[config.mk]
export PLATFORM = sky130hd
export DESIGN_NAME = json_string_unescape_core
export DESIGN_NICKNAME = d
export VERILOG_FILES = /design/src/hdl/jsu_pkg.sv /design/src/hdl/jsu_decode.sv /design/src/hdl/jsu_out_buf.sv /design/src/hdl/json_string_unescape_core.sv
export SDC_FILE = /design/constraint.sdc
export NUM_CORES = 1
export LEC_CHECK = 0
export BUFFER_PORTS_ARGS = -buffer_cell sky130_fd_sc_hd__buf_2
export CORE_MARGIN = 2
export CORE_UTILIZATION = 45
export DETAILED_ROUTE_END_ITERATION = 7
export MAX_ROUTING_LAYER = met4
export SKIP_LAST_GASP = 1
export SYNTH_ARGS = -nofsm -noshare
export SYNTH_HDL_FRONTEND = slang
export SYNTH_SLANG_ARGS = --single-unit
[constraint.sdc]
create_clock -name clk -period 4.6 [get_ports clk]
set_input_delay 0.69 -clock clk [delete_from_list [all_inputs] [get_ports clk]]
set_output_delay 0.69 -clock clk [all_outputs]
set_load 0.01 [all_outputs]
[src/hdl/jsu_pkg.sv]
// Shared types, character codes and decode helpers for the JSON string unescaper.
// No dependencies; imported by every module under hdl/.
`default_nettype none

package jsu_pkg;

  // Item carried on the input channel.
  typedef struct packed {
    logic [7:0] in_byte;
    logic       last_byte;
  } in_item_t;

  // Item carried on the result channel.
  typedef struct packed {
    logic [7:0] out_byte;
    logic       out_valid;
    logic       end_of_string;
    logic       decode_error;
  } out_item_t;

  // Decoder phase: plain text, just after a backslash, inside \uXXXX digits.
  typedef enum logic [1:0] {
    PH_PLAIN = 2'd0,
    PH_ESC   = 2'd1,
    PH_HEX   = 2'd2
  } phase_t;

  // Character codes.
  localparam logic [7:0] CH_QUOTE     = 8'h22;
  localparam logic [7:0] CH_BACKSLASH = 8'h5C;
  localparam logic [7:0] CH_SLASH     = 8'h2F;
  localparam logic [7:0] CH_LC_N      = 8'h6E;
  localparam logic [7:0] CH_LC_R      = 8'h72;
  localparam logic [7:0] CH_LC_T      = 8'h74;
  localparam logic [7:0] CH_LC_B      = 8'h62;
  localparam logic [7:0] CH_LC_F      = 8'h66;
  localparam logic [7:0] CH_LC_U      = 8'h75;
  localparam logic [7:0] CH_NEWLINE   = 8'h0A;
  localparam logic [7:0] CH_CR        = 8'h0D;
  localparam logic [7:0] CH_TAB       = 8'h09;
  localparam logic [7:0] CH_BS        = 8'h08;
  localparam logic [7:0] CH_FF        = 8'h0C;
  localparam logic [7:0] CH_QMARK     = 8'h3F;

  localparam logic [1:0] HEX_LAST_DIGIT = 2'd3;

  // Hex digit value in [3:0]; bit 4 set when the byte is a hex digit.
  function automatic logic [4:0] hex_value(input logic [7:0] b);
    logic [4:0] r;
    r = 5'd0;
    if (b inside {[8'h30:8'h39]}) begin
      r = {1'b1, 4'(b - 8'h30)};
    end else if (b inside {[8'h61:8'h66]}) begin
      r = {1'b1, 4'(b - 8'h57)};
    end else if (b inside {[8'h41:8'h46]}) begin
      r = {1'b1, 4'(b - 8'h37)};
    end
    return r;
  endfunction

  // Mapped byte of a short escape in [7:0]; bit 8 set on a hit.
  function automatic logic [8:0] short_escape(input logic [7:0] b);
    logic [8:0] r;
    case (b)
      CH_QUOTE:     r = {1'b1, CH_QUOTE};
      CH_BACKSLASH: r = {1'b1, CH_BACKSLASH};
      CH_SLASH:     r = {1'b1, CH_SLASH};
      CH_LC_N:      r = {1'b1, CH_NEWLINE};
      CH_LC_R:      r = {1'b1, CH_CR};
      CH_LC_T:      r = {1'b1, CH_TAB};
      CH_LC_B:      r = {1'b1, CH_BS};
      CH_LC_F:      r = {1'b1, CH_FF};
      default:      r = 9'd0;
    endcase
    return r;
  endfunction

endpackage

`default_nettype wire

[src/hdl/jsu_decode.sv]
// Escape decoder: phase state, hex gathering and one-item result logic.
// Depends on jsu_pkg.
`default_nettype none

module jsu_decode (
  input  wire logic               clk,
  input  wire logic               rst_n,
  input  wire logic               take,
  input  wire jsu_pkg::in_item_t  item,
  output logic                    res_valid,
  output jsu_pkg::out_item_t      res
);
  import jsu_pkg::*;

  phase_t      phase_r, phase_nxt;
  logic [1:0]  cnt_r, cnt_nxt;
  logic [15:0] acc_r, acc_nxt;
  logic        err_r, err_nxt;

  logic [4:0]  hexd;
  logic [8:0]  sesc;
  logic        emit;
  logic [7:0]  val;
  logic        err_fin;
  logic        emit_fin;

  assign hexd = hex_value(item.in_byte);
  assign sesc = short_escape(item.in_byte);

  // Next state.
  always_comb begin
    phase_nxt = phase_r;
    cnt_nxt   = cnt_r;
    acc_nxt   = acc_r;
    err_nxt   = err_r;
    if (!err_r) begin
      case (phase_r)
        PH_ESC: begin
          if (sesc[8]) begin
            phase_nxt = PH_PLAIN;
          end else if (item.in_byte == CH_LC_U) begin
            phase_nxt = PH_HEX;
            cnt_nxt   = 2'd0;
            acc_nxt   = 16'd0;
          end else begin
            err_nxt = 1'b1;
          end
        end
        PH_HEX: begin
          if (!hexd[4]) begin
            err_nxt = 1'b1;
          end else begin
            acc_nxt = {acc_r[11:0], hexd[3:0]};
            if (cnt_r == HEX_LAST_DIGIT) begin
              phase_nxt = PH_PLAIN;
              cnt_nxt   = 2'd0;
            end else begin
              cnt_nxt = cnt_r + 2'd1;
            end
          end
        end
        default: begin
          if (item.in_byte == CH_BACKSLASH) begin
            phase_nxt = PH_ESC;
          end
        end
      endcase
    end
  end

  // Emitted byte of this item.
  always_comb begin
    emit = 1'b0;
    val  = 8'd0;
    if (!err_r) begin
      case (phase_r)
        PH_ESC: begin
          emit = sesc[8];
          val  = sesc[7:0];
        end
        PH_HEX: begin
          if (hexd[4] && cnt_r == HEX_LAST_DIGIT) begin
            emit = 1'b1;
            val  = (acc_r[11:3] == 9'd0) ? {acc_r[3:0], hexd[3:0]} : CH_QMARK;
          end
        end
        default: begin
          emit = (item.in_byte != CH_BACKSLASH);
          val  = item.in_byte;
        end
      endcase
    end
  end

  assign err_fin  = err_nxt || (phase_nxt != PH_PLAIN);
  assign emit_fin = item.last_byte ? (emit && !err_fin) : emit;

  assign res_valid         = take && (emit || item.last_byte);
  assign res.out_byte      = emit_fin ? val : 8'd0;
  assign res.out_valid     = emit_fin;
  assign res.end_of_string = item.last_byte;
  assign res.decode_error  = item.last_byte && err_fin;

  always_ff @(posedge clk) begin
    if (!rst_n) begin
      phase_r <= PH_PLAIN;
      cnt_r   <= 2'd0;
      acc_r   <= 16'd0;
      err_r   <= 1'b0;
    end else if (take) begin
      if (item.last_byte) begin
        phase_r <= PH_PLAIN;
        cnt_r   <= 2'd0;
        acc_r   <= 16'd0;
        err_r   <= 1'b0;
      end else begin
        phase_r <= phase_nxt;
        cnt_r   <= cnt_nxt;
        acc_r   <= acc_nxt;
        err_r   <= err_nxt;
      end
    end
  end

  a_restart_after_last: assert property (@(posedge clk) disable iff (!rst_n)
    take && item.last_byte |=> phase_r == PH_PLAIN && !err_r && cnt_r == 2'd0)
    else $error("decoder did not restart after the final byte");

  a_error_only_at_end: assert property (@(posedge clk) disable iff (!rst_n)
    res_valid && res.decode_error |-> res.end_of_string && !res.out_valid)
    else $error("error flag outside a clean end result");

  a_no_emit_after_error: assert property (@(posedge clk) disable iff (!rst_n)
    err_r && res_valid |-> !res.out_valid && res.end_of_string)
    else $error("byte emitted after a decode error");

endmodule

`default_nettype wire

[src/hdl/jsu_out_buf.sv]
// Two-entry result buffer (head plus skid) between decoder and result port.
// Depends on jsu_pkg.
`default_nettype none

module jsu_out_buf (
  input  wire logic                clk,
  input  wire logic                rst_n,
  input  wire logic                push,
  input  wire jsu_pkg::out_item_t  push_item,
  output logic                     full,
  output logic                     out_valid,
  input  wire logic                out_stall,
  output jsu_pkg::out_item_t       out_data
);
  import jsu_pkg::*;

  out_item_t head_r, skid_r;
  logic      v0_r, v1_r;
  logic      pop;

  assign pop       = v0_r && !out_stall;
  assign full      = v1_r;
  assign out_valid = v0_r;
  assign out_data  = head_r;

  always_ff @(posedge clk) begin
    if (!rst_n) begin
      v0_r <= 1'b0;
      v1_r <= 1'b0;
    end else if (pop) begin
      if (v1_r) begin
        v1_r <= push;
      end else begin
        v0_r <= push;
      end
    end else if (push) begin
      if (v0_r) begin
        v1_r <= 1'b1;
      end else begin
        v0_r <= 1'b1;
      end
    end
  end

  always_ff @(posedge clk) begin
    if (pop) begin
      if (v1_r) begin
        head_r <= skid_r;
        if (push) begin
          skid_r <= push_item;
        end
      end else if (push) begin
        head_r <= push_item;
      end
    end else if (push) begin
      if (v0_r) begin
        skid_r <= push_item;
      end else begin
        head_r <= push_item;
      end
    end
  end

  a_skid_needs_head: assert property (@(posedge clk) disable iff (!rst_n)
    v1_r |-> v0_r)
    else $error("skid entry held without a head entry");

  a_no_push_when_full: assert property (@(posedge clk) disable iff (!rst_n)
    push |-> !v1_r)
    else $error("item pushed into a full result buffer");

endmodule

`default_nettype wire

[src/hdl/json_string_unescape_core.sv]
// Top level of the JSON string unescaper: decoder plus two-entry result buffer.
// Depends on jsu_pkg, jsu_decode and jsu_out_buf.
//
// Feed the raw escaped body of a JSON string, one byte per item, with
// last_byte set on the final byte. Plain bytes come out unchanged; the short
// escapes (\" \\ \/ \n \r \t \b \f) come out as their mapped byte, and \uXXXX
// comes out as the code point when it is below 0x80 and as '?' otherwise.
// Bytes that open or continue an escape produce no result. The final byte
// always produces one result with end_of_string set; decode_error on it tells
// whether an unknown escape, a bad hex digit or an unfinished escape was seen,
// and after an error no further bytes are emitted for that string. One item is
// taken per clock while in_stall is low: the decode is combinational logic
// from the phase registers to the result buffer, and the result buffer has a
// skid entry, so in_stall rises only when two results wait and the consumer
// stalls. A result is registered in the buffer before it reaches the output.
`default_nettype none

module json_string_unescape_core (
  input  wire logic                clk,
  input  wire logic                rst_n,
  input  wire logic                in_valid,
  output logic                     in_stall,
  input  wire jsu_pkg::in_item_t   in_data,
  output logic                     out_valid,
  input  wire logic                out_stall,
  output jsu_pkg::out_item_t       out_data
);
  import jsu_pkg::*;

  logic      take;
  logic      res_valid;
  out_item_t res;
  logic      buf_full;

  // Accept whenever the skid entry is free; stall comes straight from a register.
  assign in_stall = buf_full;
  assign take     = in_valid && !buf_full;

  jsu_decode u_decode (
    .clk       (clk),
    .rst_n     (rst_n),
    .take      (take),
    .item      (in_data),
    .res_valid (res_valid),
    .res       (res)
  );

  jsu_out_buf u_out_buf (
    .clk       (clk),
    .rst_n     (rst_n),
    .push      (res_valid),
    .push_item (res),
    .full      (buf_full),
    .out_valid (out_valid),
    .out_stall (out_stall),
    .out_data  (out_data)
  );

endmodule

`default_nettype wire
==> impl_metrics.sql, run 1 <==
INSERT INTO impl_metrics (metric_group, metric, value, unit) VALUES
('outcome', 'run_status', 'finished, final reports clean', ''),
('die', 'placementRows', '27', ''),
('routing', 'detail_route.drc_violations', '0', ''),
('timing', 'totalNegativeSetupSlack', '0', 'ns'),
('clock_tree', 'cts-buffers-inserted', '5', ''),
('timing', 'final_hold_viol_count', '0', ''),
('synthesis', 'yosysSeqAreaShare', '41.0', '%'),
('clock_tree', 'cts_hold_buffers', '0', ''),
('routing', 'totalWireLength', '5780', 'um'),
('global_routing', 'number_of_global_route_vias_before_repair', '1947', ''),
('global_routing', 'groute.usage.overall', '19.8', '%'),
('place', 'post-dp-hpwl', '4200', 'um'),
('cells_and_area', 'layout.cells.most_common', 'sky130_fd_sc_hd__nand2_1', ''),
('clock_tree', 'postCtsResizedCells', '0', ''),
('die', 'ioPinCount', '26', ''),
('global_routing', 'grt_pass1_wl', '9640', 'um'),
('min_path', 'hold_class', 'reg2reg', ''),
('place', 'place.gp.congestion', '0.892', ''),
('setup_path', 'criticalPathCategory', 'in2reg', ''),
('timing', 'finalCritPeriodShare', '65.7', '%'),
('clock_tree', 'clk-insertion-delay-late', '0.30', 'ns'),
('die', 'chipHeight', '79.1', 'um'),
('place', 'io_buffers', '25', ''),
('global_routing', 'overflow', '0', ''),
('global_routing', 'grt_max_degree', '21', ''),
('synthesis', 'synthesis.nets', '293', ''),
('synthesis', 'synth_edf_count', '22', ''),
('die', 'placeableCoreArea', '5470', 'um2'),
('global_routing', 'antenna_found_initial', '0', ''),
('timing', 'achievable-frequency', '0.331', 'GHz'),
('setup_path', 'worst-endpoint-arrival', '3.02', 'ns'),
('cells_and_area', 'final_layout_size_suffix_gt1_share', '17.8', '%'),
('synthesis', 'syn-mean-instance-area', '9.32', 'um2'),
('routing', 'post_drt_wl_per_cell', '15.9', 'um'),
('setup_path', 'ff2ff_setup_slack', '1.68', 'ns'),
('setup_path', 'end_kind', 'flop', ''),
('pwr', 'ir_drop', '0.151', 'mV'),
('min_path', 'hold_start', 'u_decode.acc_r[8]$_SDFFE_PN0P_', ''),
('pwr', 'leakage', '1.03', 'nW'),
('setup_path', 'crit_path_max_fanout', '11', ''),
('die', 'die_w', '79.1', 'um'),
('min_path', 'min_delay_worst_endpoint', 'u_decode.acc_r[8]$_SDFFE_PN0P_', ''),
('clock_tree', 'cts_tree', 'done', ''),
('pwr', 'power.density_cell_area', '296', 'nW/um2'),
('timing', 'final.min_clock_period', '3.02', 'ns'),
('routing', 'routed-via-count', '2121', ''),
('cells_and_area', 'design.final.nets', '312', ''),
('synthesis', 'postSynthCellCount', '272', ''),
('die', 'die_area', '6250', 'um2'),
('synthesis', 'synth_warnings', '0', ''),
('synthesis', 'synthArstFlopShare', '0', '%'),
('timing', 'slew_viol_final', '0', ''),
('routing', 'drtAntennaViolNets', '0', ''),
('setup_path', 'crit_path_start_kind', 'input pin', ''),
('cells_and_area', 'final_cell_mix', 'sky130_fd_sc_hd__nand2_1, sky130_fd_sc_hd__buf_2, sky130_fd_sc_hd__edfxtp_1', ''),
('timing', 'finalSetupViolCount', '0', ''),
('clock_tree', 'cts-htree-levels', '2', ''),
('setup_path', 'number_of_cells_on_the_worst_reg_to_reg_path', '9', ''),
('synthesis', 'synth.cell_area', '2540', 'um2'),
('place', 'place_inst', '356', ''),
('die', 'initial_core_util', '46.3', '%'),
('setup_path', 'worst_r2r_endpoint', 'u_out_buf.out_data[10]$_DFFE_PP_', ''),
('cells_and_area', 'final_cell_count_no_fill', '364', ''),
('routing', 'avgViaCountPerCell', '5.83', ''),
('routing', 'drt_pass1_iterations', '4', ''),
('timing', 'slew-limit-headroom', '24.9', '%'),
('synthesis', 'synthFlopType', 'sky130_fd_sc_hd__edfxtp_1', ''),
('setup_path', 'timing.critical_path.required', '4.60', 'ns'),
('setup_path', 'timing.rr.start', 'u_decode.phase_r[0]$_SDFFE_PN0P_', ''),
('synthesis', 'synthDistinctLibCells', '57', ''),
('routing', 'detail_route.iter0.violations', '155', '');
power by group:
part	leakage [nW]	switching, mW	internal (mW)
logic	0.603	0.0508	0.0302
registers	0.356	0.00331	0.397
clock network	0.0687	0.130	0.218
state kept, by name, summed over array words and instances (netlist names):
register and cells:
u_decode.acc_r 12, u_decode.cnt_r 2, u_decode.err_r 1, u_decode.phase_r 2, u_out_buf.full 1, u_out_buf.out_data 11
u_out_buf.out_valid 1, u_out_buf.skid_r 11
per-layer routing:
layer | track usage [%] | vias up | share of wire [%]
li1 | - | 1060 | -
met1 | 28.8 | 996 | 51
met2 | 28.8 | 60 | 44
met3 | 3.30 | 5 | 4.3
met4 | 5.52 | 0 | 0.74
met5 | - | - | 0
cell usage after synthesis, types with 2 or more instances:
cell                            instances  area share, %
sky130_fd_sc_hd__nand3_1                2           0.39
sky130_fd_sc_hd__o41ai_1                8            2.8
sky130_fd_sc_hd__and2_1                 2           0.49
sky130_fd_sc_hd__nand3b_1               3           0.89
sky130_fd_sc_hd__a211oi_1               2           0.59
sky130_fd_sc_hd__edfxtp_1              22             26
sky130_fd_sc_hd__or3b_2                 2           0.69
sky130_fd_sc_hd__a211o_1                2           0.69
sky130_fd_sc_hd__o221a_2                2           0.89
sky130_fd_sc_hd__nand2_1               46            6.8
sky130_fd_sc_hd__nor2_1                12            1.8
sky130_fd_sc_hd__ha_1                   8            3.9
sky130_fd_sc_hd__a21oi_1               10            2.0
sky130_fd_sc_hd__and3_1                 4           0.99
sky130_fd_sc_hd__a21o_1                 4            1.2
sky130_fd_sc_hd__nor3_1                19            3.7
sky130_fd_sc_hd__nand4_1                2           0.49
sky130_fd_sc_hd__nor4_1                 4           0.99
sky130_fd_sc_hd__buf_2                  2           0.39
sky130_fd_sc_hd__a41oi_1                3            1.0
sky130_fd_sc_hd__dfxtp_1               19             15
sky130_fd_sc_hd__mux2i_1               15            5.9
sky130_fd_sc_hd__a221oi_1               5            1.7
sky130_fd_sc_hd__inv_1                 13            1.9
sky130_fd_sc_hd__o21ai_0               13            2.6
sky130_fd_sc_hd__clkbuf_1               8            1.2
sky130_fd_sc_hd__o31ai_1                4            1.2
sky130_fd_sc_hd__a31oi_1                2           0.49
sky130_fd_sc_hd__dlygate4sd3_1          2           0.79
sky130_fd_sc_hd__or2_2                  2           0.49
sky130_fd_sc_hd__nor3b_1                2           0.59
sky130_fd_sc_hd__buf_6                  3            1.3
area by class of cell:
class | instances | area, um2
Multi-Input combinational cell | 201 | 1330
Fill cell | 540 | 2670
Clock inverter | 3 | 68.8
Inverter | 13 | 48.8
Tap cell | 72 | 90.1
Clock buffer | 5 | 68.8
Timing Repair Buffer | 29 | 155
Sequential cell | 41 | 1040
worst max-delay path by stage:
stage / from / end / cells after the start
3_5_place_dp: in_data[5] / u_out_buf.out_data[4]$_DFFE_PP_ / 8
4_1_cts: in_data[5] / u_decode.acc_r[3]$_SDFFE_PN0P_ / 7
5_1_grt: in_data[1] / u_decode.acc_r[5]$_SDFFE_PN0P_ / 9
2_1_floorplan: in_data[4] / u_out_buf.out_data[0]$_DFFE_PP_ / 8
6_report: in_data[5] / u_out_buf.out_data[10]$_DFFE_PP_ / 8
3_3_place_gp: in_data[5] / u_out_buf.out_data[4]$_DFFE_PP_ / 8
cell families after synthesis:
| family | after synthesis | synth area share, % |
|---|---|---|
| compound gates | 65 | 18.8 |
| fa+ha+maj | 8 | 3.95 |
| buf+inv | 30 | 6.71 |
| flops | 41 | 41.0 |
| mux | 16 | 6.36 |
| simple gates | 112 | 23.1 |
worst max-delay path, stage by stage:
cell and delay (ns):
sky130_fd_sc_hd__buf_2 0.16, sky130_fd_sc_hd__or4b_1 0.66, sky130_fd_sc_hd__nor4_1 0.40, sky130_fd_sc_hd__nor3_1 0.11, sky130_fd_sc_hd__o22a_1 0.34, sky130_fd_sc_hd__a21o_1 0.25
sky130_fd_sc_hd__a21boi_0 0.17, sky130_fd_sc_hd__buf_4 0.22
stage by stage:
stage | worst slack (ns) | instance area, um2 | util (%) | total power [mW]
after global placement | 1.28 | 2670 | 48.7 | 0.489
after global routing | 1.39 | 2800 | 51.2 | 0.857
after detailed placement | 1.29 | 2670 | 48.7 | 0.489
after CTS | 1.60 | 2800 | 51.2 | 0.834
after floorplan | 1.11 | 2540 | - | 0.464
final | 1.58 | 2800 | 51.2 | 0.829
Note: power is estimated with default switching activity, not from simulation.
==> run 2, diff against run 1 <==
- ABC_AREA: not set -> 1
- PLACE_DENSITY: not set -> 0.66
- clock period: 4.6 -> 2.7 ns (I/O delays scaled with it)
==> run 2 against run 1 <==
  * Non-clock buffer count rose by 4
  * Sequential cell count unchanged
  * Cell count grew 24%
  * Critical endpoint is now u_out_buf.out_data[7]$_DFFE_PP_
  * Worst setup slack got worse by 1.2 ns
  * Via count rose by 7.0%
  * Hold slack got worse by 0.072 ns
  * Largest cell class unchanged
  * Highest routed layer unchanged
==> impl_metrics.sql, run 2 <==
INSERT INTO impl_metrics (metric_group, metric, value, unit) VALUES
('clock_tree', 'cts-buffers-inserted', '5', ''),
('min_path', 'min_delay_worst_endpoint', 'u_out_buf.skid_r[1]$_DFFE_PP_', ''),
('cells_and_area', 'max_flop_register', 'u_decode.acc_r', ''),
('timing', 'slew_viol_final', '0', ''),
('timing', 'achievable-frequency', '0.434', 'GHz'),
('setup_path', 'worst-endpoint-arrival', '2.32', 'ns'),
('clock_tree', 'numClockSinks', '41', ''),
('synthesis', 'postSynthCellCount', '347', ''),
('routing', 'avgViaCountPerCell', '5.03', ''),
('pwr', 'power.net_switching', '0.343', 'mW'),
('cells_and_area', 'multiInputGateArea', '1300', 'um2'),
('clock_tree', 'cts_tree', 'done', ''),
('setup_path', 'slowest_delay', '0.21', 'ns'),
('timing', 'final.min_clock_period', '2.31', 'ns'),
('synthesis', 'synth.cell_area', '2600', 'um2'),
('min_path', 'holdPathStages', '1', ''),
('setup_path', 'timing.rr.start', 'u_decode.phase_r[0]$_SDFFE_PN0P_', ''),
('routing', 'drt_pass1_iterations', '4', ''),
('cells_and_area', 'seqCellArea', '1040', 'um2'),
('die', 'die_w', '80.1', 'um'),
('clock_tree', 'clock_tree.root_cell', 'sky130_fd_sc_hd__clkbuf_8', ''),
('setup_path', 'cells_along_the_critical_path', 'buf_2 > inv_1 > ha_1 > inv_1 > nand3_1 > nand4_2 > nand2_2 > nand3_1 > nand3_1 > nand3_1 > nand2_1 > nand2_1 > a21boi_1 > buf_4', ''),
('pwr', 'leakage', '1.28', 'nW'),
('synthesis', 'synthMostInstantiatedCell', 'sky130_fd_sc_hd__nand2_1', ''),
('routing', 'detail_route.drc_violations', '0', ''),
('pwr', 'combinationalPowerShare', '13.6', '%'),
('pwr', 'power.density_cell_area', '434', 'nW/um2'),
('setup_path', 'timing.critical_path.required', '2.71', 'ns'),
('clock_tree', 'cts_hold_buffers', '0', ''),
('die', 'placeableCoreArea', '5540', 'um2'),
('synthesis', 'synthFlopType', 'sky130_fd_sc_hd__edfxtp_1', ''),
('die', 'placementRows', '27', ''),
('timing', 'worst_slew_pin_slew', '0.441', 'ns'),
('routing', 'totalWireLength', '5600', 'um'),
('routing', 'detail_route.iter0.violations', '66', ''),
('cells_and_area', 'design.final.nets', '399', ''),
('cells_and_area', 'layout.cells.most_common', 'sky130_fd_sc_hd__nand2_1', ''),
('clock_tree', 'clk-insertion-delay-late', '0.30', 'ns'),
('flow_run', 'max_cap_violations', '0', ''),
('routing', 'drtAntennaViolNets', '0', ''),
('cells_and_area', 'final_cell_mix', 'sky130_fd_sc_hd__nand2_1, sky130_fd_sc_hd__inv_1, sky130_fd_sc_hd__nor2_1', ''),
('die', 'die_area', '6410', 'um2'),
('synthesis', 'yosysSeqAreaShare', '40.0', '%'),
('global_routing', 'grt_max_degree', '22', ''),
('pwr', 'p_seq_share', '54.6', '%'),
('pwr', 'cellInternalPower', '0.918', 'mW'),
('routing', 'routed-via-count', '2270', ''),
('setup_path', 'end_kind', 'flop', ''),
('cells_and_area', 'area_delta_synth_final', '11.7', '%'),
('global_routing', 'overflow', '0', ''),
('place', 'io_buffers', '25', ''),
('place', 'post-dp-hpwl', '4380', 'um'),
('clock_tree', 'postCtsResizedCells', '0', ''),
('setup_path', 'worst_r2r_endpoint', 'u_out_buf.out_data[2]$_DFFE_PP_', ''),
('synthesis', 'synth_area_leader_cell', 'sky130_fd_sc_hd__edfxtp_1', ''),
('timing', 'slew-limit-headroom', '70.3', '%'),
('clock_tree', 'cts.path.max_buffers', '2', ''),
('clock_tree', 'cts.repair_timing.setup_buffer_count', '0', ''),
('synthesis', 'ys_top_cells_by_count', 'sky130_fd_sc_hd__nand2_1, sky130_fd_sc_hd__inv_1, sky130_fd_sc_hd__nor2_1', ''),
('timing', 'final_hold_viol_count', '0', ''),
('cells_and_area', 'final_layout_size_suffix_gt1_share', '19.5', '%'),
('pwr', 'p_sw_share', '27.2', '%'),
('synthesis', 'synthArstFlopShare', '0', '%'),
('place', 'place.gp.congestion', '0.891', ''),
('setup_path', 'timing.critical_path.mode_cell', 'sky130_fd_sc_hd__nand3_1', ''),
('cells_and_area', 'final_area', '2910', 'um2'),
('pwr', 'power.clock.fraction', '31.8', '%'),
('cells_and_area', 'antenna_cells', '0', ''),
('die', 'initial_core_util', '47.0', '%'),
('place', 'placement.cell_area', '2820', 'um2'),
('setup_path', 'critical_path.top_delay_family', 'simple AND/OR/NAND/NOR gates', ''),
('setup_path', 'crit_path_start_kind', 'input pin', ''),
('outcome', 'run_status', 'finished, final reports clean', ''),
('setup_path', 'number_of_cells_on_the_worst_reg_to_reg_path', '12', ''),
('clock_tree', 'cts-htree-levels', '2', ''),
('clock_tree', 'clock_pin_slew_on_the_worst_setup_and_hold_paths', '0.08', 'ns'),
('setup_path', 'critical_path.n_buffers_inverters', '4', ''),
('timing', 'finalCritPeriodShare', '85.4', '%'),
('min_path', 'hold_class', 'in2reg', ''),
('setup_path', 'crit_path_max_fanout', '11', ''),
('synthesis', 'synthesis.nets', '368', ''),
('cells_and_area', 'finalCoreUtilization', '52.5', '%'),
('synthesis', 'ys_ff_latch', '41', ''),
('routing', 'post_drt_wl_per_cell', '12.4', 'um'),
('synthesis', 'synthDominantCellAreaShare', '25.4', '%'),
('cells_and_area', 'layout.filler_cells', '571', ''),
('global_routing', 'antenna_found_initial', '0', ''),
('synthesis', 'synth_warnings', '0', ''),
('synthesis', 'synthDistinctLibCells', '35', ''),
('global_routing', 'number_of_global_route_vias_before_repair', '2176', ''),
('die', 'ioPinCount', '26', ''),
('setup_path', 'slowest_stage', 'sky130_fd_sc_hd__ha_1', ''),
('timing', 'clock-skew-final', '0.00624', 'ns'),
('setup_path', 'criticalPathCategory', 'in2reg', ''),
('cells_and_area', 'largest_register_ff_count', '12', ''),
('global_routing', 'grt_pass1_wl', '9690', 'um'),
('timing', 'finalSetupViolCount', '0', ''),
('setup_path', 'ff2ff_setup_slack', '0.59', 'ns'),
('global_routing', 'groute.usage.overall', '19.7', '%'),
('timing', 'unrepaired_setup_endpoints_after_global_routing', 'no', ''),
('die', 'chipHeight', '80.1', 'um'),
('timing', 'totalNegativeSetupSlack', '0', 'ns'),
('pwr', 'ir_drop', '0.261', 'mV'),
('synthesis', 'synth_edf_count', '22', ''),
('min_path', 'hold_start', 'in_data[0]', ''),
('synthesis', 'ys_top_cells_by_area', 'sky130_fd_sc_hd__edfxtp_1, sky130_fd_sc_hd__dfxtp_1, sky130_fd_sc_hd__nand2_1, sky130_fd_sc_hd__inv_1, sky130_fd_sc_hd__nor2_1', ''),
('synthesis', 'syn-mean-instance-area', '7.50', 'um2');
run 2: cell types whose count changed in the layout (fill, tap and decap cells not counted), moves of 5 or more:
cell,before,now
sky130_fd_sc_hd__nand2_2,0,8
sky130_fd_sc_hd__a21oi_1,10,20
sky130_fd_sc_hd__nand4_1,2,13
sky130_fd_sc_hd__a21oi_2,0,6
sky130_fd_sc_hd__inv_1,13,48
sky130_fd_sc_hd__o41ai_1,8,0
sky130_fd_sc_hd__mux2i_1,15,0
sky130_fd_sc_hd__nor3_1,19,6
sky130_fd_sc_hd__nand2_1,46,80
sky130_fd_sc_hd__o21ai_1,0,6
sky130_fd_sc_hd__nand3_1,2,21
sky130_fd_sc_hd__nor2_1,12,37
sky130_fd_sc_hd__a221oi_1,5,0
run 2: stage by stage:
stage | hold WS [ns] | std cells | setup slack, ns | power [mW]
after CTS | 0.385 | 451 | 0.385 | 1.28
final | 0.393 | 451 | 0.394 | 1.26
after detailed placement | 0.455 | 443 | 0.0597 | 0.875
after floorplan | 0.439 | 347 | 0.189 | 0.818
after global routing | 0.394 | 451 | 0.145 | 1.32
after global placement | 0.450 | 443 | 0.123 | 0.873
run 2: layout make-up:
class,count,area share [%]
Multi-Input combinational cell,243,44.7
Sequential cell,41,35.8
Inverter,54,7.02
Timing Repair Buffer,33,6.37
Tap cell,72,3.10
Clock buffer,5,2.37
Clock inverter,3,0.603
run 2: worst max-delay path by stage:
stage               start                               to  slack, ns  cells after the start
5_1_grt        in_data[1]  u_out_buf.out_data[5]$_DFFE_PP_       0.14                     16
2_1_floorplan  in_data[1]  u_out_buf.out_data[0]$_DFFE_PP_       0.19                     14
3_3_place_gp   in_data[1]  u_out_buf.out_data[7]$_DFFE_PP_       0.12                     16
6_report       in_data[1]  u_out_buf.out_data[7]$_DFFE_PP_       0.39                     14
4_1_cts        in_data[1]  u_out_buf.out_data[7]$_DFFE_PP_       0.38                     14
3_5_place_dp   in_data[1]  u_out_buf.out_data[7]$_DFFE_PP_       0.06                     14
run 2: cell families after synthesis:
family / Yosys count / synth area share (%)
buffers and inverters: 63 / 10.0
adders and majority gates: 8 / 3.85
and+or+nand+nor: 177 / 32.1
DFF: 41 / 40.0
AOI/OAI and AO/OA: 58 / 14.0
run 2: layer usage:
layer  GRT usage [%]  vias to the layer above  wire length, um
li1                -                     1197                -
met1            23.4                     1036             2570
met2            33.3                       25             2780
met3            4.38                       12              142
met4            6.61                        0              108
met5               -                        -                0
run 2: power groups by stage:
stage | sequential (mW) | clock, mW | combinational, mW
5_1_grt | 0.691 | 0.436 | 0.195
6_report | 0.688 | 0.402 | 0.171
2_1_floorplan | 0.711 | 0 | 0.107
4_1_cts | 0.689 | 0.414 | 0.173
3_3_place_gp | 0.703 | 0 | 0.170
3_5_place_dp | 0.703 | 0 | 0.172
